$ cat config.mk
export PLATFORM = sky130hd
export DESIGN_NAME = mne_cell
export DESIGN_NICKNAME = d
export VERILOG_FILES = /design/src/rtl/mne_pkg.sv /design/src/rtl/mne_cell.sv
export SDC_FILE = /design/constraint.sdc
export NUM_CORES = 2
export LEC_CHECK = 0
export BUFFER_PORTS_ARGS = -buffer_cell sky130_fd_sc_hd__buf_2
export CAP_MARGIN = 40
export CORE_MARGIN = 2
export CORE_UTILIZATION = 33
export DETAILED_ROUTE_END_ITERATION = 10
export HOLD_SLACK_MARGIN = 0.03
export MAX_ROUTING_LAYER = met4
export PLACE_DENSITY = 0.44
export SYNTH_ARGS = -nofsm -noshare
export SYNTH_HDL_FRONTEND = slang
export SYNTH_SLANG_ARGS = --single-unit
$ cat constraint.sdc
create_clock -name clk -period 7.1 [get_ports clk]
set_input_delay 1.42 -clock clk [delete_from_list [all_inputs] [get_ports clk]]
set_output_delay 1.42 -clock clk [all_outputs]
set_load 0.01 [all_outputs]
$ cat src/rtl/mne_pkg.sv
`default_nettype none
package mne_pkg;

  // Number of neighbor items averaged into one mean.
  localparam int NEIGHBORS = 6;
  localparam int NB_LIMIT  = (NEIGHBORS < 1) ? 1 : NEIGHBORS;

  localparam int N_IN    = 6;
  localparam int N_LANE  = 8;
  localparam int LANE_W  = 3;
  localparam int ROW_W   = 4;
  localparam int N_ROW   = 16;
  localparam int DATA_W  = 16;
  localparam int PROD_W  = 32;
  localparam int CNT_W   = 6;

  // Table rows: w0 rows 0..5, b0 row 6, w1 rows 7..14, b1 row 15.
  localparam logic [ROW_W-1:0] ROW_B0 = 4'd6;
  localparam logic [ROW_W-1:0] ROW_W1 = 4'd7;
  localparam logic [ROW_W-1:0] ROW_B1 = 4'd15;

  // A bias enters the sum as b * 256 (Q3.12 to Q.20).
  localparam logic signed [DATA_W-1:0] BIAS_GAIN = 16'sd256;

  localparam int ACC0_W = 36;
  localparam int SUM_W  = 40;

  // The mean is ((|sum| + MEAN_DIV / 2) >> 12) / NB_LIMIT. The division by
  // NB_LIMIT is a multiply by a rounded-up reciprocal, exact for shifted
  // values below SAT_LIM; anything at or above SAT_LIM saturates.
  localparam int MEAN_DIV = NB_LIMIT * 4096;
  localparam int SHR_W    = SUM_W + 1 - 12;
  localparam int QIN_W    = 20;
  localparam int RCP_SH   = 26;
  localparam int RCP_W    = 27;
  localparam int SAT_LIM  = 32768 * NB_LIMIT;
  localparam logic [RCP_W-1:0] RCP = RCP_W'((2 ** RCP_SH + NB_LIMIT - 1) / NB_LIMIT);

  localparam logic FUNC_COEF     = 1'b0;
  localparam logic FUNC_NEIGHBOR = 1'b1;

  typedef struct packed {
    logic                     wr_en;
    logic [ROW_W-1:0]         wr_row;
    logic [LANE_W-1:0]        wr_lane;
    logic signed [DATA_W-1:0] wr_data;
    logic                     mac;
    logic                     dst_sum;
    logic                     rot;
    logic [ROW_W-1:0]         row;
    logic [LANE_W-1:0]        step;
    logic                     use_chain;
    logic signed [DATA_W-1:0] bcast;
    logic                     hload;
    logic                     shift;
    logic                     div_start;
    logic                     div_step;
    logic                     clr;
  } ctl_t;

endpackage
`default_nettype wire

$ cat src/rtl/mne_cell.sv
`default_nettype none
// One output lane: its column of the coefficient table, a multiply-accumulate
// pipeline, the hidden value passed along the ring, and the mean scaling.
module mne_cell (
  input  wire logic                          clk,
  input  wire logic                          rst,
  input  wire logic [mne_pkg::LANE_W-1:0]    lane_id,
  input  wire mne_pkg::ctl_t                 ctl,
  input  wire logic signed [mne_pkg::DATA_W-1:0] h_in,
  output logic signed [mne_pkg::DATA_W-1:0]  h_out,
  output logic signed [mne_pkg::DATA_W-1:0]  mean
);

  localparam logic [mne_pkg::SUM_W:0] DIV_HALF =
    (mne_pkg::SUM_W + 1)'(mne_pkg::MEAN_DIV / 2);
  localparam logic [mne_pkg::SHR_W-1:0] SAT_VAL = mne_pkg::SHR_W'(mne_pkg::SAT_LIM);
  localparam int SH_W = mne_pkg::ACC0_W + 1 - 12;

  logic signed [mne_pkg::DATA_W-1:0] mem [mne_pkg::N_ROW];
  logic [mne_pkg::N_ROW-1:0]         vld;
  logic [mne_pkg::LANE_W-1:0]        rot_idx;
  logic [mne_pkg::ROW_W-1:0]         row_sel;

  logic signed [mne_pkg::DATA_W-1:0] a_w;
  logic                              a_vld;
  logic signed [mne_pkg::DATA_W-1:0] a_x;
  logic                              a_mac;
  logic                              a_dst;
  logic signed [mne_pkg::DATA_W-1:0] w_eff;

  logic signed [mne_pkg::PROD_W-1:0] p;
  logic                              p_mac;
  logic                              p_dst;

  logic signed [mne_pkg::ACC0_W-1:0] acc0;
  logic signed [mne_pkg::SUM_W-1:0]  sum;
  logic signed [mne_pkg::DATA_W-1:0] h;

  logic signed [mne_pkg::ACC0_W:0]   rnd;
  logic [SH_W-1:0]                   sh;
  logic signed [mne_pkg::DATA_W-1:0] h_next;

  logic [mne_pkg::SUM_W-1:0]                  mag;
  logic [mne_pkg::SUM_W:0]                    mag_rnd;
  logic [mne_pkg::SHR_W-1:0]                  tq;
  logic [mne_pkg::QIN_W+mne_pkg::RCP_W-1:0]   prod;
  logic [mne_pkg::DATA_W-2:0]                 q;
  logic                                       neg;
  logic                                       sat;

  assign rot_idx = lane_id + ctl.step;
  assign row_sel = ctl.rot ? (mne_pkg::ROW_W1 + {1'b0, rot_idx}) : ctl.row;

  always_ff @(posedge clk) begin
    if (ctl.wr_en && ctl.wr_lane == lane_id) begin
      mem[ctl.wr_row] <= ctl.wr_data;
    end
    a_w <= mem[row_sel];
    a_x <= ctl.use_chain ? h : ctl.bcast;
    p   <= w_eff * a_x;
  end

  always_ff @(posedge clk) begin
    if (rst) begin
      vld   <= '0;
      a_vld <= 1'b0;
      a_mac <= 1'b0;
      a_dst <= 1'b0;
      p_mac <= 1'b0;
      p_dst <= 1'b0;
    end else begin
      if (ctl.wr_en && ctl.wr_lane == lane_id) begin
        vld[ctl.wr_row] <= 1'b1;
      end
      a_vld <= vld[row_sel];
      a_mac <= ctl.mac;
      a_dst <= ctl.dst_sum;
      p_mac <= a_mac;
      p_dst <= a_dst;
    end
  end

  // Words never written read as zero.
  assign w_eff = a_vld ? a_w : '0;

  // Round the layer-0 sum from Q.20 to Q7.8 and saturate.
  assign rnd = (mne_pkg::ACC0_W + 1)'(acc0) + (mne_pkg::ACC0_W + 1)'(2048);
  assign sh  = rnd[mne_pkg::ACC0_W:12];

  always_comb begin
    if (&sh[SH_W-1:15] || ~|sh[SH_W-1:15]) begin
      h_next = sh[15:0];
    end else if (sh[SH_W-1]) begin
      h_next = 16'sh8000;
    end else begin
      h_next = 16'sh7FFF;
    end
  end

  always_ff @(posedge clk) begin
    if (rst) begin
      acc0 <= '0;
      sum  <= '0;
    end else begin
      if (p_mac && !p_dst) begin
        acc0 <= acc0 + mne_pkg::ACC0_W'(p);
      end else if (ctl.hload) begin
        acc0 <= '0;
      end
      if (p_mac && p_dst) begin
        sum <= sum + mne_pkg::SUM_W'(p);
      end else if (ctl.clr) begin
        sum <= '0;
      end
    end
  end

  always_ff @(posedge clk) begin
    if (ctl.hload) begin
      h <= h_next;
    end else if (ctl.shift) begin
      h <= h_in;
    end
  end

  assign h_out = h;

  // Mean: the rounded magnitude is shifted down by 12 and registered, then
  // divided by the neighbor count through a reciprocal multiply.
  assign mag     = sum[mne_pkg::SUM_W-1] ? mne_pkg::SUM_W'(-sum) : mne_pkg::SUM_W'(sum);
  assign mag_rnd = {1'b0, mag} + DIV_HALF;
  assign prod    = tq[mne_pkg::QIN_W-1:0] * mne_pkg::RCP;

  always_ff @(posedge clk) begin
    if (ctl.div_start) begin
      neg <= sum[mne_pkg::SUM_W-1];
      tq  <= mag_rnd[mne_pkg::SUM_W:12];
    end else if (ctl.div_step) begin
      sat <= (tq >= SAT_VAL);
      q   <= prod[mne_pkg::RCP_SH +: (mne_pkg::DATA_W - 1)];
    end
  end

  always_comb begin
    if (sat) begin
      mean = neg ? 16'sh8000 : 16'sh7FFF;
    end else if (neg) begin
      mean = -{1'b0, q};
    end else begin
      mean = {1'b0, q};
    end
  end

endmodule
`default_nettype wire

==> metrics.csv <==
metric,value,unit
required time of the critical path,7.59,ns
Placer Congestion,0.833,
Most used DFF post-synth,edfxtp_1,
clock latency on the worst-skew pair,0.68,ns
top cell types by occurrence after synthesis,"inv_1, fa_1, ha_1",
wire per inst,19.3,µm
LEAKAGE,19.4,nW
CP Launch Type,flop,
ys async rst share,0,%
Place WS,0.259,ns
Routed WL,102000,µm
Core ar.,117000,µm²
TritonCTS clock tree,done,
Starting Density,33.4,%
Antenna Nets Post-Route,0,
max_cap viols,0,
Crit-path slowest cell,fa_1,
syn nets,4410,
period utilisation layout,94.6,%
Buffers & Inverters on Critical Path,5,
crit-path leading delay family,adder cells,
area occupied by multi-input gates,23600,µm²
Arrival @ worst endpoint,7.20,ns
Cell Rows,125,
unrepaired setup endpoints after global routing,no,
Power Density,308,nW/µm²
warning count from the yosys run,0,
Pre-antenna DRT Iters,5,
Sequential cell area,12800,µm²
die width,347,µm
total global-route track usage,17.7,%
Post-Syn Area,38900,µm²
crit path max fanout,23,
WS Path Type,reg2reg,
cell with the most instances after synthesis,inv_1,
Via density,4.89,
Fmax,149,MHz
Root Driver,clkbuf_16,
dpl hpwl,77700,µm
GR Overflow Total,0,
starting DRC count in detailed routing,1283,
Synth area leader,edfxtp_1,
CTS sink count,479,
fin crit period,6.72,ns
status,finished clean,
H-tree Lvls,2,
"top cells by area, synth","edfxtp_1, fa_1, ha_1",
nets,4522,
Final WS setup,0.381,ns
# DRC,0,
Clock Skew,0.0669,ns
final non-filler cell total,5313,
Num CTS Buffers,56,
DR vias,26000,
Post-CTS Hold Fix Bufs,0,
IO Count,109,
maximum buffer depth of the clock tree,3,
largest net degree at the start of global routing,73,
"Avg Cell Area, Syn",10.7,µm²
"FF+latch count, synth",479,
layout cell share with drive strength beyond 1,11.5,%
port bufs,108,
Die Area,121000,µm²
area grow syn2layout,12.2,%
Synth top area share,24.6,%
final antenna diode count,0,
Post-synth EDFFs,318,
initial antenna violation count,0,
fillers,11600,
max incr delay on CP,0.56,ns
total negative setup slack,0,ns
Die Y,347,µm
sequential area share after synthesis,32.8,%
Final setup viols,0,
global-route wire length before repair,162000,µm
crit end category,flop,
actual slew at the worst max-slew pin,0.849,ns
Yosys cell types,93,
Final Hold Viols,0,
Pins Over Slew Limit,0,
crit-path most repeated cell,fa_1,
Worst-path clk slew,0.07,ns
vias in the first global route,27500,
Cells after DPL,5207,
relative max-transition margin,43.3,%
worst path cell trace,buf_12 -> and2_1 -> buf_4 -> nand2_1 -> fa_1 -> fa_1 -> inv_1 -> fa_1 -> fa_1 -> fa_1 -> inv_1 -> fa_1 -> inv_1 -> ha_1 -> and3_1 -> a221o_1 -> a21oi_1 -> nand2b_1 -> o221a_2 -> a21oi_1 -> a211oi_1 -> nor2_1 -> o21ai_0 -> o31ai_1,
Min-Delay Path Class,reg2reg,
Synth Instances,3629,
Worst VDD drop,0.226,mV
==> area by class of cell <==
type / instances / area share [%]
clock buffers: 75 / 3.59
clock inverters: 31 / 0.906
inverters: 566 / 4.87
multi-input cells: 2439 / 54.0
flip-flops and latches: 479 / 29.3
well taps: 1524 / 4.37
repair buffers: 199 / 3.00
==> worst register-to-register path, cell delays in order (launching register included) <==
cell      delay, ns
dfxtp_2        0.39
buf_12         0.17
and2_1         0.28
buf_4          0.18
nand2_1        0.07
fa_1           0.56
fa_1           0.55
inv_1          0.05
fa_1           0.51
fa_1           0.46
fa_1           0.55
inv_1          0.05
fa_1           0.52
inv_1          0.04
ha_1           0.35
and3_1         0.22
a221o_1        0.35
a21oi_1        0.19
nand2b_1       0.16
o221a_2        0.19
a21oi_1        0.11
a211oi_1       0.24
nor2_1         0.08
o21ai_0        0.15
o31ai_1        0.09
==> per-layer routing <==
layer	global-route usage, %	vias to the layer above	share of wire [%]
met4	4.04	0	2.0
met1	23.3	13000	46
met2	29.3	292	49
met3	2.24	99	3.0
li1	-	12600	-
met5	-	-	0
==> kinds of logic (layout without fill, tap and decap cells) <==
group	count (synthesis)	count (layout)	share of synthesized area [%]
other cells	1	1	0.00964
flops	479	479	32.8
buf+inv	711	871	6.95
compound gates	558	558	9.47
xor+xnor	178	178	4.01
simple gates	890	890	11.6
mux	107	107	5.00
fa+ha+maj	705	705	30.1
==> stage by stage <==
| stage | area [µm²] | util (%) | hold slack [ns] | total power [mW] |
|---|---|---|---|---|
| final | 43600 | 37.4 | 0.456 | 13.4 |
| after global routing | 43600 | 37.4 | 0.462 | 14.8 |
| after CTS | 43600 | 37.4 | 0.459 | 13.7 |
| after detailed placement | 41600 | 35.7 | 0.426 | 10.5 |
| after global placement | 41600 | 35.7 | 0.444 | 10.6 |
| after floorplan | 38900 | - | 0.414 | 8.54 |
==> worst paths after layout <==
path	startpoint	end	slack (ns)	cells after the start
worst max-delay path	a_vld$_SDFF_PP0_	p[31]$_DFF_P_	0.38	24
worst max register to register	a_vld$_SDFF_PP0_	p[31]$_DFF_P_	0.38	24
worst min register to register	a_mac$_SDFF_PP0_	p_mac$_SDFF_PP0_	0.46	1
worst min-delay path	a_mac$_SDFF_PP0_	p_mac$_SDFF_PP0_	0.46	1
==> registers in the layout (all words and copies together) (netlist names), 15 cells and up <==
register	count
mem	256
sum	40
acc0	36
p	32
tq	29
a_w	16
a_x	16
h_out	16
vld	16
q	15
==> power breakdown <==
group	switching (mW)	leakage (nW)	internal (mW)
Clock	1.26	0.961	1.78
Combinational	3.84	14.2	2.90
Sequential	0.329	4.24	3.32
==> repair_timing <==
action,4_1_cts,5_1_grt
resized for setup,0,10
setup buffers,0,0
endpoints found under the setup margin,0,9
==> cells in the final DEF, fill, tap and decap left out, types with 126 or more instances in the layout <==
cell	count
inv_1	564
fa_1	384
ha_1	319
edfxtp_1	318
nor2_1	214
nand2_1	212
a21oi_1	189
dfxtp_1	160
and3_1	152
xnor2_1	126
Power figures use the tool's default switching activity.
