<file path="src/rtl/mne_pkg.sv">
`default_nettype none
package mne_pkg;

  // Number of neighbor items averaged into one mean.
  localparam int NEIGHBORS = 6;
  localparam int NB_LIMIT  = (NEIGHBORS < 1) ? 1 : NEIGHBORS;

  localparam int N_IN    = 6;
  localparam int N_LANE  = 8;
  localparam int LANE_W  = 3;
  localparam int ROW_W   = 4;
  localparam int N_ROW   = 16;
  localparam int DATA_W  = 16;
  localparam int PROD_W  = 32;
  localparam int CNT_W   = 6;

  // Table rows: w0 rows 0..5, b0 row 6, w1 rows 7..14, b1 row 15.
  localparam logic [ROW_W-1:0] ROW_B0 = 4'd6;
  localparam logic [ROW_W-1:0] ROW_W1 = 4'd7;
  localparam logic [ROW_W-1:0] ROW_B1 = 4'd15;

  // A bias enters the sum as b * 256 (Q3.12 to Q.20).
  localparam logic signed [DATA_W-1:0] BIAS_GAIN = 16'sd256;

  localparam int ACC0_W = 36;
  localparam int SUM_W  = 40;

  // The mean is ((|sum| + MEAN_DIV / 2) >> 12) / NB_LIMIT. The division by
  // NB_LIMIT is a multiply by a rounded-up reciprocal, exact for shifted
  // values below SAT_LIM; anything at or above SAT_LIM saturates.
  localparam int MEAN_DIV = NB_LIMIT * 4096;
  localparam int SHR_W    = SUM_W + 1 - 12;
  localparam int QIN_W    = 20;
  localparam int RCP_SH   = 26;
  localparam int RCP_W    = 27;
  localparam int SAT_LIM  = 32768 * NB_LIMIT;
  localparam logic [RCP_W-1:0] RCP = RCP_W'((2 ** RCP_SH + NB_LIMIT - 1) / NB_LIMIT);

  localparam logic FUNC_COEF     = 1'b0;
  localparam logic FUNC_NEIGHBOR = 1'b1;

  typedef struct packed {
    logic                     wr_en;
    logic [ROW_W-1:0]         wr_row;
    logic [LANE_W-1:0]        wr_lane;
    logic signed [DATA_W-1:0] wr_data;
    logic                     mac;
    logic                     dst_sum;
    logic                     rot;
    logic [ROW_W-1:0]         row;
    logic [LANE_W-1:0]        step;
    logic                     use_chain;
    logic signed [DATA_W-1:0] bcast;
    logic                     hload;
    logic                     shift;
    logic                     div_start;
    logic                     div_step;
    logic                     clr;
  } ctl_t;

endpackage
`default_nettype wire

</file>
<file path="src/rtl/mne_in_if.sv">
`default_nettype none
interface mne_in_if;
  logic        valid;
  logic        ready;
  logic        func;
  logic [6:0]  coef_addr;
  logic signed [15:0] coef_value;
  logic signed [15:0] pos_x;
  logic signed [15:0] pos_y;
  logic signed [15:0] pos_z;
  logic signed [15:0] vel_x;
  logic signed [15:0] vel_y;
  logic signed [15:0] vel_z;

  modport source (output valid, func, coef_addr, coef_value, pos_x, pos_y, pos_z,
                  vel_x, vel_y, vel_z, input ready);
  modport sink (input valid, func, coef_addr, coef_value, pos_x, pos_y, pos_z,
                vel_x, vel_y, vel_z, output ready);
endinterface
`default_nettype wire

</file>
<file path="src/rtl/mne_seq.sv">
`default_nettype none
// Sequencer: takes input items, holds the observation, and steps the lanes
// through both layers, the mean division and the hand-off to the output.
module mne_seq (
  input  wire logic    clk,
  input  wire logic    rst,
  mne_in_if.sink       item_in,
  input  wire logic    out_busy,
  output mne_pkg::ctl_t ctl,
  output logic         out_load
);

  localparam logic [3:0] S_IDLE = 4'd0;
  localparam logic [3:0] S_L0   = 4'd1;
  localparam logic [3:0] S_D0   = 4'd2;
  localparam logic [3:0] S_HL   = 4'd3;
  localparam logic [3:0] S_L1   = 4'd4;
  localparam logic [3:0] S_D1   = 4'd5;
  localparam logic [3:0] S_CHK  = 4'd6;
  localparam logic [3:0] S_DIV  = 4'd7;
  localparam logic [3:0] S_FIN  = 4'd8;

  localparam logic [mne_pkg::CNT_W-1:0] NB_LAST = mne_pkg::CNT_W'(mne_pkg::NB_LIMIT - 1);
  localparam logic [mne_pkg::CNT_W-1:0] L0_LAST = mne_pkg::CNT_W'(mne_pkg::N_IN);
  localparam logic [mne_pkg::CNT_W-1:0] L1_LAST = mne_pkg::CNT_W'(mne_pkg::N_LANE);

  logic [3:0]                state;
  logic [3:0]                state_next;
  logic [mne_pkg::CNT_W-1:0] cnt;
  logic [mne_pkg::CNT_W-1:0] cnt_next;
  logic [mne_pkg::CNT_W-1:0] nb_count;
  logic signed [mne_pkg::DATA_W-1:0] xs [mne_pkg::N_IN];
  logic                      acc_item;

  assign item_in.ready = (state == S_IDLE);
  assign acc_item      = item_in.valid && item_in.ready;

  always_ff @(posedge clk) begin
    if (acc_item && item_in.func == mne_pkg::FUNC_NEIGHBOR) begin
      xs[0] <= item_in.pos_x;
      xs[1] <= item_in.pos_y;
      xs[2] <= item_in.pos_z;
      xs[3] <= item_in.vel_x;
      xs[4] <= item_in.vel_y;
      xs[5] <= item_in.vel_z;
    end
  end

  always_comb begin
    state_next = state;
    cnt_next   = cnt;
    out_load   = 1'b0;
    ctl        = '0;
    ctl.wr_en  = acc_item && item_in.func == mne_pkg::FUNC_COEF;
    ctl.wr_row = item_in.coef_addr[6:3];
    ctl.wr_lane = item_in.coef_addr[2:0];
    ctl.wr_data = item_in.coef_value;
    case (state)
      S_IDLE: begin
        if (acc_item && item_in.func == mne_pkg::FUNC_NEIGHBOR) begin
          state_next = S_L0;
          cnt_next   = '0;
        end
      end
      S_L0: begin
        // Input k uses row k; the step after the last input adds the bias.
        ctl.mac   = 1'b1;
        ctl.row   = cnt[mne_pkg::ROW_W-1:0];
        ctl.bcast = (cnt == L0_LAST) ? mne_pkg::BIAS_GAIN : xs[cnt[2:0]];
        if (cnt == L0_LAST) begin
          state_next = S_D0;
          cnt_next   = '0;
        end else begin
          cnt_next = cnt + 1'b1;
        end
      end
      S_D0: begin
        cnt_next = cnt + 1'b1;
        if (cnt[0]) begin
          state_next = S_HL;
        end
      end
      S_HL: begin
        ctl.hload  = 1'b1;
        state_next = S_L1;
        cnt_next   = '0;
      end
      S_L1: begin
        ctl.mac     = 1'b1;
        ctl.dst_sum = 1'b1;
        if (cnt == L1_LAST) begin
          ctl.row    = mne_pkg::ROW_B1;
          ctl.bcast  = mne_pkg::BIAS_GAIN;
          state_next = S_D1;
          cnt_next   = '0;
        end else begin
          ctl.rot       = 1'b1;
          ctl.step      = cnt[2:0];
          ctl.use_chain = 1'b1;
          ctl.shift     = 1'b1;
          cnt_next      = cnt + 1'b1;
        end
      end
      S_D1: begin
        cnt_next = cnt + 1'b1;
        if (cnt[0]) begin
          state_next = S_CHK;
        end
      end
      S_CHK: begin
        if (nb_count == NB_LAST) begin
          ctl.div_start = 1'b1;
          state_next    = S_DIV;
          cnt_next      = '0;
        end else begin
          state_next = S_IDLE;
        end
      end
      S_DIV: begin
        // The reciprocal multiply result is registered in this state.
        ctl.div_step = 1'b1;
        state_next   = S_FIN;
      end
      S_FIN: begin
        if (!out_busy) begin
          out_load   = 1'b1;
          ctl.clr    = 1'b1;
          state_next = S_IDLE;
        end
      end
      default: begin
        state_next = S_IDLE;
      end
    endcase
  end

  always_ff @(posedge clk) begin
    if (rst) begin
      state    <= S_IDLE;
      cnt      <= '0;
      nb_count <= '0;
    end else begin
      state <= state_next;
      cnt   <= cnt_next;
      if (state == S_CHK) begin
        nb_count <= (nb_count == NB_LAST) ? '0 : nb_count + 1'b1;
      end
    end
  end

endmodule
`default_nettype wire

</file>
<file path="src/flat_wrapper.sv">
// flat-port wrapper written by rule: the top's interface ports become plain ports
module mne_seq_flat 
  (clk, rst, out_busy, ctl, out_load, item_in_valid, item_in_func, item_in_coef_addr, item_in_coef_value, item_in_pos_x, item_in_pos_y, item_in_pos_z, item_in_vel_x, item_in_vel_y, item_in_vel_z, item_in_ready);
  mne_in_if item_in_i ();
  input  wire logic clk;
  input  wire logic rst;
  input  wire logic out_busy;
  output mne_pkg::ctl_t ctl;
  output logic out_load;
  input wire logic [$bits(item_in_i.valid)-1:0] item_in_valid;
  input wire logic [$bits(item_in_i.func)-1:0] item_in_func;
  input wire logic [$bits(item_in_i.coef_addr)-1:0] item_in_coef_addr;
  input wire logic [$bits(item_in_i.coef_value)-1:0] item_in_coef_value;
  input wire logic [$bits(item_in_i.pos_x)-1:0] item_in_pos_x;
  input wire logic [$bits(item_in_i.pos_y)-1:0] item_in_pos_y;
  input wire logic [$bits(item_in_i.pos_z)-1:0] item_in_pos_z;
  input wire logic [$bits(item_in_i.vel_x)-1:0] item_in_vel_x;
  input wire logic [$bits(item_in_i.vel_y)-1:0] item_in_vel_y;
  input wire logic [$bits(item_in_i.vel_z)-1:0] item_in_vel_z;
  output wire logic [$bits(item_in_i.ready)-1:0] item_in_ready;
  assign item_in_i.valid = item_in_valid;
  assign item_in_i.func = item_in_func;
  assign item_in_i.coef_addr = item_in_coef_addr;
  assign item_in_i.coef_value = item_in_coef_value;
  assign item_in_i.pos_x = item_in_pos_x;
  assign item_in_i.pos_y = item_in_pos_y;
  assign item_in_i.pos_z = item_in_pos_z;
  assign item_in_i.vel_x = item_in_vel_x;
  assign item_in_i.vel_y = item_in_vel_y;
  assign item_in_i.vel_z = item_in_vel_z;
  assign item_in_ready = item_in_i.ready;
  mne_seq u_core (.clk(clk), .rst(rst), .item_in(item_in_i), .out_busy(out_busy), .ctl(ctl), .out_load(out_load));
endmodule
</file>
<file path="config.mk">
export PLATFORM = sky130hd
export DESIGN_NAME = mne_seq_flat
export DESIGN_NICKNAME = d
export VERILOG_FILES = /design/src/rtl/mne_pkg.sv /design/src/rtl/mne_in_if.sv /design/src/rtl/mne_seq.sv /design/src/flat_wrapper.sv
export SDC_FILE = /design/constraint.sdc
export NUM_CORES = 1
export LEC_CHECK = 0
export BUFFER_PORTS_ARGS = -buffer_cell sky130_fd_sc_hd__clkbuf_2
export CORE_MARGIN = 4
export CORE_UTILIZATION = 45
export DETAILED_ROUTE_END_ITERATION = 12
export PLACE_DENSITY = 0.73
export SETUP_SLACK_MARGIN = 0.05
export SYNTH_ARGS = -nofsm -noshare
export SYNTH_HDL_FRONTEND = slang
export SYNTH_SLANG_ARGS = --single-unit
</file>
<file path="constraint.sdc">
create_clock -name clk -period 6.57 [get_ports clk]
set_input_delay 0 -clock clk [delete_from_list [all_inputs] [get_ports clk]]
set_output_delay 0 -clock clk [all_outputs]
set_load 0.03 [all_outputs]
</file>
==> results of run 1 <==
==> path summary, 6_finish.rpt <==
check / depth (start not counted) / startpoint / slack, ns / to
worst min-delay path: 0 / item_in_coef_value[1] / 0.00001 / ctl[33]
worst max-delay path: 5 / u_core.state[0]$_SDFFE_PP0P_ / 3.99 / ctl[19]
worst min register to register: 2 / u_core.nb_count[0]$_SDFFE_PP0P_ / 0.52 / u_core.nb_count[0]$_SDFFE_PP0P_
worst max register to register: 3 / u_core.state[0]$_SDFFE_PP0P_ / 4.10 / u_core.xs[3][12]$_DFFE_PP_
==> power groups by stage <==
stage	Combinational, mW	Clock (mW)	Sequential [mW]
floorplan	0.465	0	0.955
global placement	0.541	0	0.980
detailed placement	0.546	0	0.987
CTS	0.594	0.924	0.972
global route	0.639	0.973	0.984
finish	0.595	0.918	0.974
==> layout make-up <==
cell class	instances	area (um^2)	area share, %
sequential	115	3260	44.8
timing repair buffer	236	1680	23.0
multi-input combinational	168	1560	21.4
clock buffer	17	425	5.84
tap	140	175	2.40
clock inverter	15	168	2.30
inverter	6	22.5	0.309
==> logic make-up after synthesis <==
logic type | count (synthesis) | share of synthesized area [%]
flops | 115 | 63.6
simple gates | 79 | 9.32
buf+inv | 52 | 6.32
compound gates | 45 | 8.15
mux | 33 | 10.3
xor+xnor | 6 | 1.02
fa+ha+maj | 5 | 1.22
==> stage by stage <==
stage                     worst slack (ns)  hold slack, ns  instances  total power [mW]
after detailed placement              4.11        0.000354        568              1.53
after global placement                4.22        0.000354        568              1.52
after global routing                  3.86       0.0000683        697              2.60
final                                 3.99       0.0000116        697              2.49
after CTS                             4.02        0.000354        697              2.49
after floorplan                       2.65          0.0989        335              1.42
==> layer usage <==
layer / vias to the layer above / wire length [um] / share of wire (%) / GRT usage (%)
li1: 1690 / - / - / -
met1: 1701 / 4830 / 37 / 22.6
met3: 54 / 543 / 4.2 / 4.68
met2: 126 / 6970 / 54 / 36.2
met4: 0 / 619 / 4.8 / 12.8
met5: - / 0 / 0 / 0
==> flip-flops by register name (all words and copies together) (netlist names), named ones only <==
register	cells
u_core.xs	96
u_core.nb_count	6
u_core.cnt	6
u_core.state	4
==> cells in the final DEF (no fill, tap or decap), types with 3 or more instances in the layout <==
cell type      Yosys  routed
a211oi_1           5       5
a211oi_2          10      10
a21oi_1            6       6
a311oi_1           3       3
and3_1             4       3
buf_4             27       4
clkbuf_16          0      17
clkbuf_2           0     135
dfxtp_1           19      18
dlygate4sd3_1      0      97
edfxtp_1          96      96
ha_1               5       5
inv_1              5       5
inv_6              0       8
mux2i_1           17      17
mux4_2            16      16
nand2_1           15      15
nand2b_1           3       3
nand3_1            3       3
nor2_1            23      23
nor2b_1            3       3
nor3_1             7       7
nor4b_2            3       3
o21ai_0            4       4
or2_2              3       3
xor2_1             5       5
==> what timing repair did <==
action                    4_1_cts  5_1_grt
hold endpoints to repair       97        0
hold buffers                   97        0
gates resized for setup         0        0
buffers inserted                0        0
==> metrics.txt, run 1 <==
# TYPE chip_impl_metric gauge
chip_impl_metric{name="drive_gt1_share",unit="%"} 39.3
chip_impl_metric{name="setup_viol",unit=""} 0
chip_impl_metric{name="post_synth.cell_area_avg",unit="um^2"} 15.3
chip_impl_metric{name="synth.yosys.seq_area_share",unit="%"} 63.6
chip_impl_metric{name="irDropWorstVdd",unit="V"} 0.000207
chip_impl_info{name="hold_class",value="in2out"} 1
chip_impl_metric{name="fill_cells",unit=""} 778
chip_impl_metric{name="fmax",unit="GHz"} 0.387
chip_impl_metric{name="initial_utilization",unit="%"} 46.7
chip_impl_metric{name="switching_fraction",unit="%"} 30.0
chip_impl_info{name="crit_path_end_kind",value="output pin"} 1
chip_impl_metric{name="detailedRoute.firstIterationViolations",unit=""} 226
chip_impl_info{name="worstSetupStartpointType",value="flop"} 1
chip_impl_metric{name="ys_ff_latch",unit=""} 115
chip_impl_metric{name="max_slew.worst_pin.slew",unit="ns"} 1.18
chip_impl_metric{name="clockBufferDepth",unit=""} 2
chip_impl_metric{name="syn_to_final_growth",unit="%"} 42.1
chip_impl_metric{name="yosys.area.top_type_share",unit="%"} 56.2
chip_impl_metric{name="clock_latency_late_sink",unit="ns"} 0.40
chip_impl_info{name="most_common_cell_in_the_synthesized_netlist",value="edfxtp_1"} 1
chip_impl_metric{name="worst_ep_required_time",unit="ns"} 6.57
chip_impl_metric{name="post_synth_instance_area",unit="mm^2"} 0.00513
chip_impl_metric{name="netlist-cell-type-count",unit=""} 54
chip_impl_metric{name="final_period_minus_worst_setup_slack",unit="ns"} 2.58
chip_impl_metric{name="synth_fp_nets",unit=""} 464
chip_impl_metric{name="clock-skew-final",unit="ns"} 0.0116
chip_impl_metric{name="finalMaxSlewViolations",unit=""} 0
chip_impl_metric{name="critical_path.n_buffers_inverters",unit=""} 2
chip_impl_metric{name="clk_pin_slew_worst_paths",unit="ns"} 0.05
chip_impl_metric{name="total_die_area",unit="mm^2"} 0.0132
chip_impl_metric{name="first_pass_grt_wire_length",unit="mm"} 20.4
chip_impl_metric{name="netSwitchingPower",unit="mW"} 0.747
chip_impl_metric{name="detail_route.first_pass.iterations",unit=""} 6
chip_impl_metric{name="static-leakage-power",unit="nW"} 2.83
chip_impl_info{name="crit_family",value="flip-flops"} 1
chip_impl_metric{name="synth-edff-count",unit=""} 96
chip_impl_metric{name="max_cap_viol_count",unit=""} 0
chip_impl_metric{name="vias_after_detailed_routing",unit=""} 3571
chip_impl_info{name="critical_path.slowest_cell",value="dfxtp_1"} 1
chip_impl_metric{name="die-height",unit="um"} 115
chip_impl_metric{name="hpwlAfterDp",unit="mm"} 7.39
chip_impl_metric{name="intPower",unit="mW"} 1.74
chip_impl_metric{name="ys_warn_count",unit=""} 0
chip_impl_metric{name="finalNetCount",unit=""} 673
chip_impl_metric{name="drcViolationCount",unit=""} 0
chip_impl_metric{name="gr-usage-all-layers",unit="%"} 20.6
chip_impl_metric{name="netlist_instances",unit=""} 335
chip_impl_metric{name="synthArstFlopShare",unit="%"} 0
chip_impl_metric{name="grt.overflow.total",unit=""} 0
chip_impl_metric{name="clock-sinks",unit=""} 115
chip_impl_info{name="rsz0062_at_grt",value="false"} 1
chip_impl_metric{name="report.final.hold_viol_count",unit=""} 0
chip_impl_metric{name="power.share.sequential",unit="%"} 39.2
chip_impl_info{name="tritoncts",value="yes"} 1
chip_impl_metric{name="worst_slew_margin_rel",unit="%"} 21.6
chip_impl_metric{name="power_density",unit="mW/mm^2"} 341
chip_impl_metric{name="cp_max_fo",unit=""} 20
chip_impl_metric{name="gpl.final_weighted_congestion",unit=""} 0.858
chip_impl_info{name="synth_ff_type",value="edfxtp_1"} 1
chip_impl_info{name="worstPathCellList",value="nor4b_4 > o41ai_4 > buf_4 > a211oi_1 > clkbuf_2"} 1
chip_impl_metric{name="placed_area",unit="mm^2"} 0.00573
chip_impl_metric{name="pin_count_of_the_biggest_net_entering_global_routing",unit=""} 97
chip_impl_metric{name="final_util",unit="%"} 66.4
chip_impl_metric{name="power_frac_clock",unit="%"} 36.9
chip_impl_metric{name="wl_per_cell",unit="um"} 18.6
chip_impl_metric{name="route.detailed.vias_per_inst",unit=""} 5.12
chip_impl_metric{name="antenna_diode_instance_count",unit=""} 0
chip_impl_metric{name="timing.critical_path.arrival",unit="ns"} 2.58
chip_impl_metric{name="port-buffer-count",unit=""} 135
chip_impl_metric{name="route.final.wire_length",unit="mm"} 13.0
chip_impl_info{name="ys_top_cells_by_area",value="edfxtp_1 56%, dfxtp_1 7.4%, mux4_2 7.0%"} 1
chip_impl_info{name="clockRootBuffer",value="clkbuf_16"} 1
chip_impl_metric{name="core-area",unit="mm^2"} 0.0110
chip_impl_info{name="synth_commonest_cells",value="96 x edfxtp_1, 27 x buf_4, 23 x nor2_1, 19 x dfxtp_1, 17 x mux2i_1"} 1
chip_impl_metric{name="timing.critical_path.slowest_cell_delay",unit="ns"} 0.66
chip_impl_info{name="critical_path_class",value="reg2out"} 1
chip_impl_metric{name="final_cell_area",unit="mm^2"} 0.00729
chip_impl_metric{name="boundaryPins",unit=""} 182
chip_impl_metric{name="rows",unit=""} 38
chip_impl_metric{name="die_x",unit="um"} 115
chip_impl_metric{name="antenna_left",unit=""} 0
chip_impl_metric{name="cts_htree_levels",unit=""} 4
chip_impl_metric{name="inserted_clock_buffers",unit=""} 17
chip_impl_metric{name="vias_in_the_first_global_route",unit=""} 3959
chip_impl_metric{name="antenna_violations_before_repair",unit=""} 0
chip_impl_metric{name="combinational_fraction_of_design_power",unit="%"} 23.9
chip_impl_info{name="status",value="finished, final reports clean"} 1
chip_impl_metric{name="period_share",unit="%"} 39.3
chip_impl_info{name="yosys.area.top_type",value="edfxtp_1"} 1
chip_impl_metric{name="final.setup.tns",unit="ns"} 0
(Power assumes the default switching activity.)
==> run 2: changes to the inputs <==
Settings changed: ABC_AREA set to 1.
Clock period 6.57 ns to 2.6 ns, I/O delays scaled along.
==> metrics.txt, run 2 <==
# TYPE chip_impl_metric gauge
chip_impl_metric{name="rows",unit=""} 38
chip_impl_metric{name="die_x",unit="um"} 115
chip_impl_metric{name="worst_ep_required_time",unit="ns"} 2.60
chip_impl_metric{name="inserted_clock_buffers",unit=""} 17
chip_impl_metric{name="max_cap_viol_count",unit=""} 0
chip_impl_info{name="cp-startpoint",value="u_core.cnt[0]$_SDFFE_PP0N_"} 1
chip_impl_metric{name="post_cts.repair.setup_buffers",unit=""} 0
chip_impl_info{name="most-common-layout-cells",value="135 x clkbuf_2, 111 x nor2_1, 97 x dlygate4sd3_1, 96 x edfxtp_1, 70 x o21ai_0"} 1
chip_impl_info{name="regMostFlops",value="u_core.xs"} 1
chip_impl_metric{name="clock_latency_late_sink",unit="ns"} 0.40
chip_impl_metric{name="netlist_instances",unit=""} 512
chip_impl_metric{name="setup_viol",unit=""} 0
chip_impl_metric{name="antenna_violations_before_repair",unit=""} 1
chip_impl_metric{name="drcViolationCount",unit=""} 0
chip_impl_metric{name="port-buffer-count",unit=""} 135
chip_impl_metric{name="worst-r2r-setup-slack",unit="ns"} 0.65
chip_impl_metric{name="ys_ff_latch",unit=""} 115
chip_impl_info{name="rsz0062_at_grt",value="false"} 1
chip_impl_info{name="worstSetupStartpointType",value="flop"} 1
chip_impl_metric{name="finalMaxSlewViolations",unit=""} 0
chip_impl_metric{name="antenna_left",unit=""} 0
chip_impl_metric{name="post_synth_instance_area",unit="mm^2"} 0.00517
chip_impl_metric{name="clock-skew-final",unit="ns"} 0.00616
chip_impl_info{name="synth_ff_type",value="edfxtp_1"} 1
chip_impl_metric{name="total_die_area",unit="mm^2"} 0.0133
chip_impl_metric{name="cts_htree_levels",unit=""} 4
chip_impl_metric{name="netlist-cell-type-count",unit=""} 29
chip_impl_info{name="clockRootBuffer",value="clkbuf_16"} 1
chip_impl_metric{name="route.final.wire_length",unit="mm"} 14.9
chip_impl_metric{name="drive_gt1_share",unit="%"} 26.9
chip_impl_metric{name="route.detailed.vias_per_inst",unit=""} 5.17
chip_impl_metric{name="period_share",unit="%"} 91.5
chip_impl_info{name="mostFrequentLayoutCell",value="clkbuf_2"} 1
chip_impl_info{name="synth_commonest_cells",value="114 x nor2_1, 96 x edfxtp_1, 70 x o21ai_0, 53 x nand2_1, 28 x inv_1"} 1
chip_impl_metric{name="finalNetCount",unit=""} 859
chip_impl_metric{name="vias_in_the_first_global_route",unit=""} 4761
chip_impl_info{name="crit_path_end_kind",value="output pin"} 1
chip_impl_metric{name="static-leakage-power",unit="nW"} 3.13
chip_impl_metric{name="syn_to_final_growth",unit="%"} 45.2
chip_impl_metric{name="seq_cell_area",unit="mm^2"} 0.00327
chip_impl_metric{name="vias_after_detailed_routing",unit=""} 4579
chip_impl_metric{name="largest_reg_flops",unit=""} 96
chip_impl_metric{name="gpl.final_weighted_congestion",unit=""} 0.890
chip_impl_metric{name="pin_count_of_the_biggest_net_entering_global_routing",unit=""} 49
chip_impl_metric{name="core-area",unit="mm^2"} 0.0110
chip_impl_info{name="critical_path_class",value="reg2out"} 1
chip_impl_metric{name="power_density",unit="mW/mm^2"} 933
chip_impl_metric{name="clk_pin_slew_worst_paths",unit="ns"} 0.05
chip_impl_metric{name="report.final.hold_viol_count",unit=""} 0
chip_impl_metric{name="ys_warn_count",unit=""} 0
chip_impl_metric{name="irDropWorstVdd",unit="V"} 0.000657
chip_impl_metric{name="fmax",unit="GHz"} 0.420
chip_impl_info{name="reg.largest.list",value="u_core.xs (96), u_core.cnt (6), u_core.nb_count (6)"} 1
chip_impl_metric{name="gr-usage-all-layers",unit="%"} 23.4
chip_impl_metric{name="hpwlAfterDp",unit="mm"} 9.11
chip_impl_metric{name="synth_fp_nets",unit=""} 641
chip_impl_info{name="crit_reg_reg_startpoint",value="u_core.cnt[0]$_SDFFE_PP0N_"} 1
chip_impl_info{name="min-delay-start",value="item_in_coef_addr[1]"} 1
chip_impl_metric{name="design_power_total",unit="mW"} 7.00
chip_impl_metric{name="timing.critical_path.arrival",unit="ns"} 2.38
chip_impl_metric{name="wl_per_cell",unit="um"} 16.8
chip_impl_metric{name="worst_slew_margin_rel",unit="%"} 56.2
chip_impl_metric{name="yosys.area.top_type_share",unit="%"} 55.8
chip_impl_info{name="tritoncts",value="yes"} 1
chip_impl_metric{name="cp_max_fo",unit=""} 18
chip_impl_info{name="status",value="finished, final reports clean"} 1
chip_impl_metric{name="synth.yosys.seq_area_share",unit="%"} 63.1
chip_impl_metric{name="die-height",unit="um"} 115
chip_impl_metric{name="total_area_of_multi_input_combinational_cells",unit="mm^2"} 0.00155
chip_impl_metric{name="final.setup.tns",unit="ns"} 0
chip_impl_info{name="hold_class",value="in2out"} 1
chip_impl_metric{name="initial_utilization",unit="%"} 46.9
chip_impl_metric{name="grt.overflow.total",unit=""} 0
chip_impl_metric{name="synth-edff-count",unit=""} 96
chip_impl_info{name="most_common_cell_in_the_synthesized_netlist",value="nor2_1"} 1
chip_impl_metric{name="boundaryPins",unit=""} 182
chip_impl_metric{name="clockBufferDepth",unit=""} 2
chip_impl_metric{name="post_synth.cell_area_avg",unit="um^2"} 10.1
chip_impl_metric{name="detail_route.first_pass.iterations",unit=""} 5
chip_impl_metric{name="final_period_minus_worst_setup_slack",unit="ns"} 2.38
chip_impl_metric{name="detailedRoute.firstIterationViolations",unit=""} 361
chip_impl_metric{name="fill_cells",unit=""} 784
chip_impl_metric{name="first_pass_grt_wire_length",unit="mm"} 23.5
chip_impl_metric{name="max_slew.worst_pin.slew",unit="ns"} 0.655
chip_impl_info{name="ys_top_cells_by_area",value="edfxtp_1 56%, nor2_1 8.3%, dfxtp_1 7.4%"} 1
chip_impl_metric{name="clock-sinks",unit=""} 115
chip_impl_metric{name="synthArstFlopShare",unit="%"} 0
chip_impl_metric{name="worst_hold_slack",unit="ns"} 0.00000839
chip_impl_info{name="yosys.area.top_type",value="edfxtp_1"} 1
[run 2: changes by cell type in the layout (fill, tap and decap cells not counted), moves of 5 or more]
| cell | before | now |
|---|---|---|
| inv_1 | 5 | 27 |
| nand3_1 | 3 | 18 |
| a211oi_1 | 5 | 0 |
| a21oi_1 | 6 | 26 |
| mux4_2 | 16 | 0 |
| mux2i_1 | 17 | 0 |
| nand2_1 | 15 | 51 |
| a211oi_2 | 10 | 0 |
| nand2_2 | 0 | 10 |
| nor3_1 | 7 | 1 |
| nor2_1 | 23 | 111 |
| o21ai_0 | 4 | 70 |
| inv_6 | 8 | 0 |
| nor2_4 | 0 | 5 |
[run 2: layout make-up]
| class | instances | share of cell area, % |
|---|---|---|
| Inverter | 31 | 1.63 |
| Timing Repair Buffer | 243 | 23.5 |
| Multi-Input combinational cell | 322 | 20.6 |
| Tap cell | 140 | 2.33 |
| Sequential cell | 115 | 43.5 |
| Antenna cell | 3 | 0.100 |
| Clock inverter | 12 | 2.48 |
| Clock buffer | 20 | 5.82 |
[run 2: through the flow]
stage          utilization [%]  instance area (um^2)  setup slack, ns  cells
4_1_cts                   68.0                  7500            0.212    883
3_5_place_dp              53.5                  5900            0.637    754
6_report                  68.1                  7510            0.222    886
3_3_place_gp              53.5                  5900            0.716    754
2_1_floorplan                -                  5210           0.0214    512
5_1_grt                   68.0                  7500           0.0774    884
[run 2: cells by family (layout without fill, tap and decap cells)]
group	after synthesis	count (layout)	synth area share, %
compound gates	106	106	10.6
xor+xnor	3	3	0.508
fa+ha+maj	5	5	1.21
buf+inv	75	306	7.58
flops	115	115	63.1
other cells	0	3	0
simple gates	208	208	17.0
[run 2: final timing paths]
check / endpoint / cells past startpoint
max: ctl[10] / 8
min: ctl[49] / 0
max reg2reg: flop / 9
min reg2reg: u_core.nb_count[5]$_SDFFE_PP0P_ / 2
[run 2: layer usage]
layer  routed length (um)  GRT usage [%]  vias to the layer above
met5                    0              0                        -
met4                  694           13.1                        0
met3                 1270           6.84                       55
met2                 7730           40.9                      257
met1                 5200           25.2                     2101
li1                     -              -                     2166
[run 2: power breakdown]
group / switching [mW] / total, mW / leakage [nW] / internal [mW]
logic: 1.45 / 2.12 / 1.78 / 0.669
clock network: 0.775 / 2.46 / 0.307 / 1.69
registers: 0.121 / 2.42 / 1.04 / 2.30
[run 2: worst max-delay path, stage by stage, from the launching register on]
cell and delay (ns):
dfxtp_1 0.44, clkinvlp_4 0.25, ha_1 0.25, nand2_1 0.06, inv_1 0.04, nand3_2 0.09, nand2_2 0.27, a21oi_1 0.31
clkbuf_2 0.26
[run 2: what timing repair did]
item,CTS,global route
gates resized for setup,0,1
hold buffers,97,0
hold endpoints to repair,106,0
setup endpoints to repair,0,3
==> run 3: changes to the inputs <==
Settings changed: CORE_UTILIZATION 45 to 50, PLACE_DENSITY 0.73 to 0.8.
==> metrics.txt, run 3 (same netlist as run 2, synthesis figures left out) <==
# TYPE chip_impl_metric gauge
chip_impl_metric{name="setup_viol",unit=""} 0
chip_impl_info{name="worstPathCellList",value="buf_4 > inv_1 > buf_6 > nor2_1 > nor2_1 > o21ai_0 > o21ai_1 > nand2_1 > a21oi_1 > clkbuf_2"} 1
chip_impl_metric{name="largest_reg_flops",unit=""} 96
chip_impl_info{name="mostFrequentLayoutCell",value="clkbuf_2"} 1
chip_impl_metric{name="gpl.final_weighted_congestion",unit=""} 0.960
chip_impl_metric{name="pre_cts_slack",unit="ns"} 0.714
chip_impl_metric{name="period_share",unit="%"} 91.8
chip_impl_metric{name="inserted_clock_buffers",unit=""} 17
chip_impl_metric{name="worst-r2r-setup-slack",unit="ns"} 0.76
chip_impl_metric{name="final.setup.tns",unit="ns"} 0
chip_impl_metric{name="post_cts.repair.setup_buffers",unit=""} 0
chip_impl_metric{name="worst_slew_margin_rel",unit="%"} 41.9
chip_impl_metric{name="vias_after_detailed_routing",unit=""} 4819
chip_impl_metric{name="total_die_area",unit="mm^2"} 0.0120
chip_impl_metric{name="boundaryPins",unit=""} 182
chip_impl_info{name="critical_path_class",value="reg2out"} 1
chip_impl_metric{name="finalNetCount",unit=""} 861
chip_impl_metric{name="drive_gt1_share",unit="%"} 27.1
chip_impl_metric{name="route.final.wire_length",unit="mm"} 16.9
chip_impl_metric{name="fmax",unit="GHz"} 0.419
chip_impl_metric{name="grt.met1_usage",unit="%"} 31.6
chip_impl_metric{name="finalMaxSlewViolations",unit=""} 0
chip_impl_metric{name="setup_ws",unit="ns"} 0.212
chip_impl_metric{name="static-leakage-power",unit="nW"} 3.08
chip_impl_metric{name="timing.critical_path.slowest_cell_delay",unit="ns"} 0.30
chip_impl_metric{name="hpwlAfterDp",unit="mm"} 9.22
chip_impl_info{name="timing.hold.worst_endpoint",value="ctl[45]"} 1
chip_impl_info{name="status",value="finished, final reports clean"} 1
chip_impl_metric{name="route.detailed.vias_per_inst",unit=""} 5.48
chip_impl_info{name="worstSetupStartpointType",value="flop"} 1
chip_impl_info{name="reg.largest.list",value="u_core.xs (96), u_core.cnt (6), u_core.nb_count (6)"} 1
chip_impl_metric{name="cp_max_fo",unit=""} 27
chip_impl_metric{name="max_cap_viol_count",unit=""} 0
chip_impl_info{name="clockRootBuffer",value="clkbuf_8"} 1
chip_impl_info{name="crit_reg_reg_startpoint",value="u_core.cnt[0]$_SDFFE_PP0N_"} 1
chip_impl_metric{name="final_period_minus_worst_setup_slack",unit="ns"} 2.39
chip_impl_metric{name="die_x",unit="um"} 110
chip_impl_metric{name="rows",unit=""} 36
chip_impl_metric{name="report.final.hold_viol_count",unit=""} 0
chip_impl_metric{name="gr-usage-all-layers",unit="%"} 29.4
chip_impl_metric{name="detail_route.first_pass.iterations",unit=""} 4
chip_impl_metric{name="clock_latency_late_sink",unit="ns"} 0.53
chip_impl_info{name="critical_path.slowest_cell",value="dfxtp_1"} 1
chip_impl_metric{name="drcViolationCount",unit=""} 0
chip_impl_metric{name="pin_count_of_the_biggest_net_entering_global_routing",unit=""} 45
chip_impl_metric{name="grt_use_met2",unit="%"} 51.9
chip_impl_metric{name="core-area",unit="mm^2"} 0.00991
chip_impl_metric{name="worst_ep_required_time",unit="ns"} 2.60
chip_impl_metric{name="die-height",unit="um"} 110
chip_impl_metric{name="clk_pin_slew_worst_paths",unit="ns"} 0.06
chip_impl_metric{name="grt.overflow.total",unit=""} 0
chip_impl_metric{name="irDropWorstVdd",unit="V"} 0.000511
chip_impl_metric{name="clock-sinks",unit=""} 115
chip_impl_metric{name="cts_htree_levels",unit=""} 4
chip_impl_metric{name="initial_utilization",unit="%"} 52.2
chip_impl_metric{name="wl_per_cell",unit="um"} 19.2
chip_impl_metric{name="detailedRoute.firstIterationViolations",unit=""} 550
chip_impl_metric{name="min_delay_path_depth",unit=""} 0
chip_impl_metric{name="syn_to_final_growth",unit="%"} 43.3
chip_impl_metric{name="worst-r2r-cell-count",unit=""} 11
chip_impl_metric{name="timing.critical_path.arrival",unit="ns"} 2.39
chip_impl_metric{name="max_slew.worst_pin.slew",unit="ns"} 0.870
chip_impl_metric{name="grt_use_met3",unit="%"} 7.63
chip_impl_metric{name="vias_in_the_first_global_route",unit=""} 4988
chip_impl_metric{name="first_pass_grt_wire_length",unit="mm"} 25.9
chip_impl_info{name="timing.rr.end",value="u_core.state[0]$_SDFFE_PP0P_"} 1
chip_impl_info{name="most-common-layout-cells",value="135 x clkbuf_2, 111 x nor2_1, 100 x dlygate4sd3_1, 96 x edfxtp_1, 69 x o21ai_0"} 1
chip_impl_metric{name="clock-skew-final",unit="ns"} 0.0112
chip_impl_metric{name="clockBufferDepth",unit=""} 2
chip_impl_info{name="regMostFlops",value="u_core.xs"} 1
chip_impl_metric{name="port-buffer-count",unit=""} 135
chip_impl_info{name="rsz0062_at_grt",value="false"} 1
chip_impl_info{name="grt-busiest-layer",value="met2"} 1
chip_impl_info{name="min-delay-start",value="item_in_coef_value[13]"} 1
chip_impl_info{name="crit_path_end_kind",value="output pin"} 1
chip_impl_metric{name="antenna_violations_before_repair",unit=""} 0
chip_impl_metric{name="power_density",unit="mW/mm^2"} 919
chip_impl_info{name="tritoncts",value="yes"} 1
chip_impl_info{name="hold_class",value="in2out"} 1
chip_impl_metric{name="antenna_left",unit=""} 0
chip_impl_info{name="critPathMostFrequentCell",value="nor2_1"} 1
## run 3: what timing repair did
action / CTS / global route
resized for setup: 0 / 3
hold buffers: 100 / 0
hold endpoints to repair: 116 / 0
setup endpoints to repair: 0 / 15
## run 3: how the worst max path moves through the flow
stage / start / to / slack, ns / cells after the start
floorplan: u_core.state[1]$_SDFFE_PP0P_ / u_core.xs[0][0]$_DFFE_PP_ / 0.02 / 5
global placement: flop / ctl[16] / 0.84 / 10
detailed placement: u_core.cnt[0]$_SDFFE_PP0N_ / ctl[5] / 0.71 / 8
CTS: u_core.cnt[0]$_SDFFE_PP0N_ / ctl[5] / 0.16 / 8
global route: u_core.cnt[0]$_SDFFE_PP0N_ / ctl[9] / 0.09 / 8
finish: flop / ctl[5] / 0.21 / 10
## run 3: per-stage QoR
step	area [um^2]	total power [mW]	hold WS [ns]	cells	util (%)
2_1_floorplan	5210	3.85	0.0989	512	-
3_3_place_gp	5860	4.33	0.000205	746	59.1
3_5_place_dp	5860	4.40	0.000205	746	59.1
4_1_cts	7400	6.61	0.000205	878	74.6
5_1_grt	7400	7.09	0.0000813	878	74.7
6_report	7410	6.81	0.0000132	879	74.7
## run 3: final cells by class
cell class                      instances  area, um^2
Timing Repair Buffer                  245        1770
Multi-Input combinational cell        322        1550
Tap cell                              133         166
Clock buffer                           18         418
Sequential cell                       115        3270
Fill cell                             626        2500
Clock inverter                         14         116
Antenna cell                            1        2.50
Inverter                               31         119
## run 3: where the power goes
part | leakage [nW] | switching, mW | internal, mW
sequential | 1.04 | 0.119 | 2.29
clock | 0.252 | 0.975 | 1.20
combinational | 1.78 | 1.56 | 0.660
total | 3.08 | 2.66 | 4.15
## run 3: worst max-delay path: cells and delay by family (launching register included)
| family | cells | cell delay (ns) |
|---|---|---|
| compound gates | 3 | 0.51 |
| buf+inv | 4 | 0.80 |
| flops | 1 | 0.30 |
| simple gates | 3 | 0.24 |
## run 3: routing by layer
layer,vias to the layer above,wire length [um],part of all wire [%]
met5,-,0,0
met4,0,925,5.5
met3,74,1420,8.4
met2,322,8730,52
met1,2257,5800,34
li1,2166,-,-
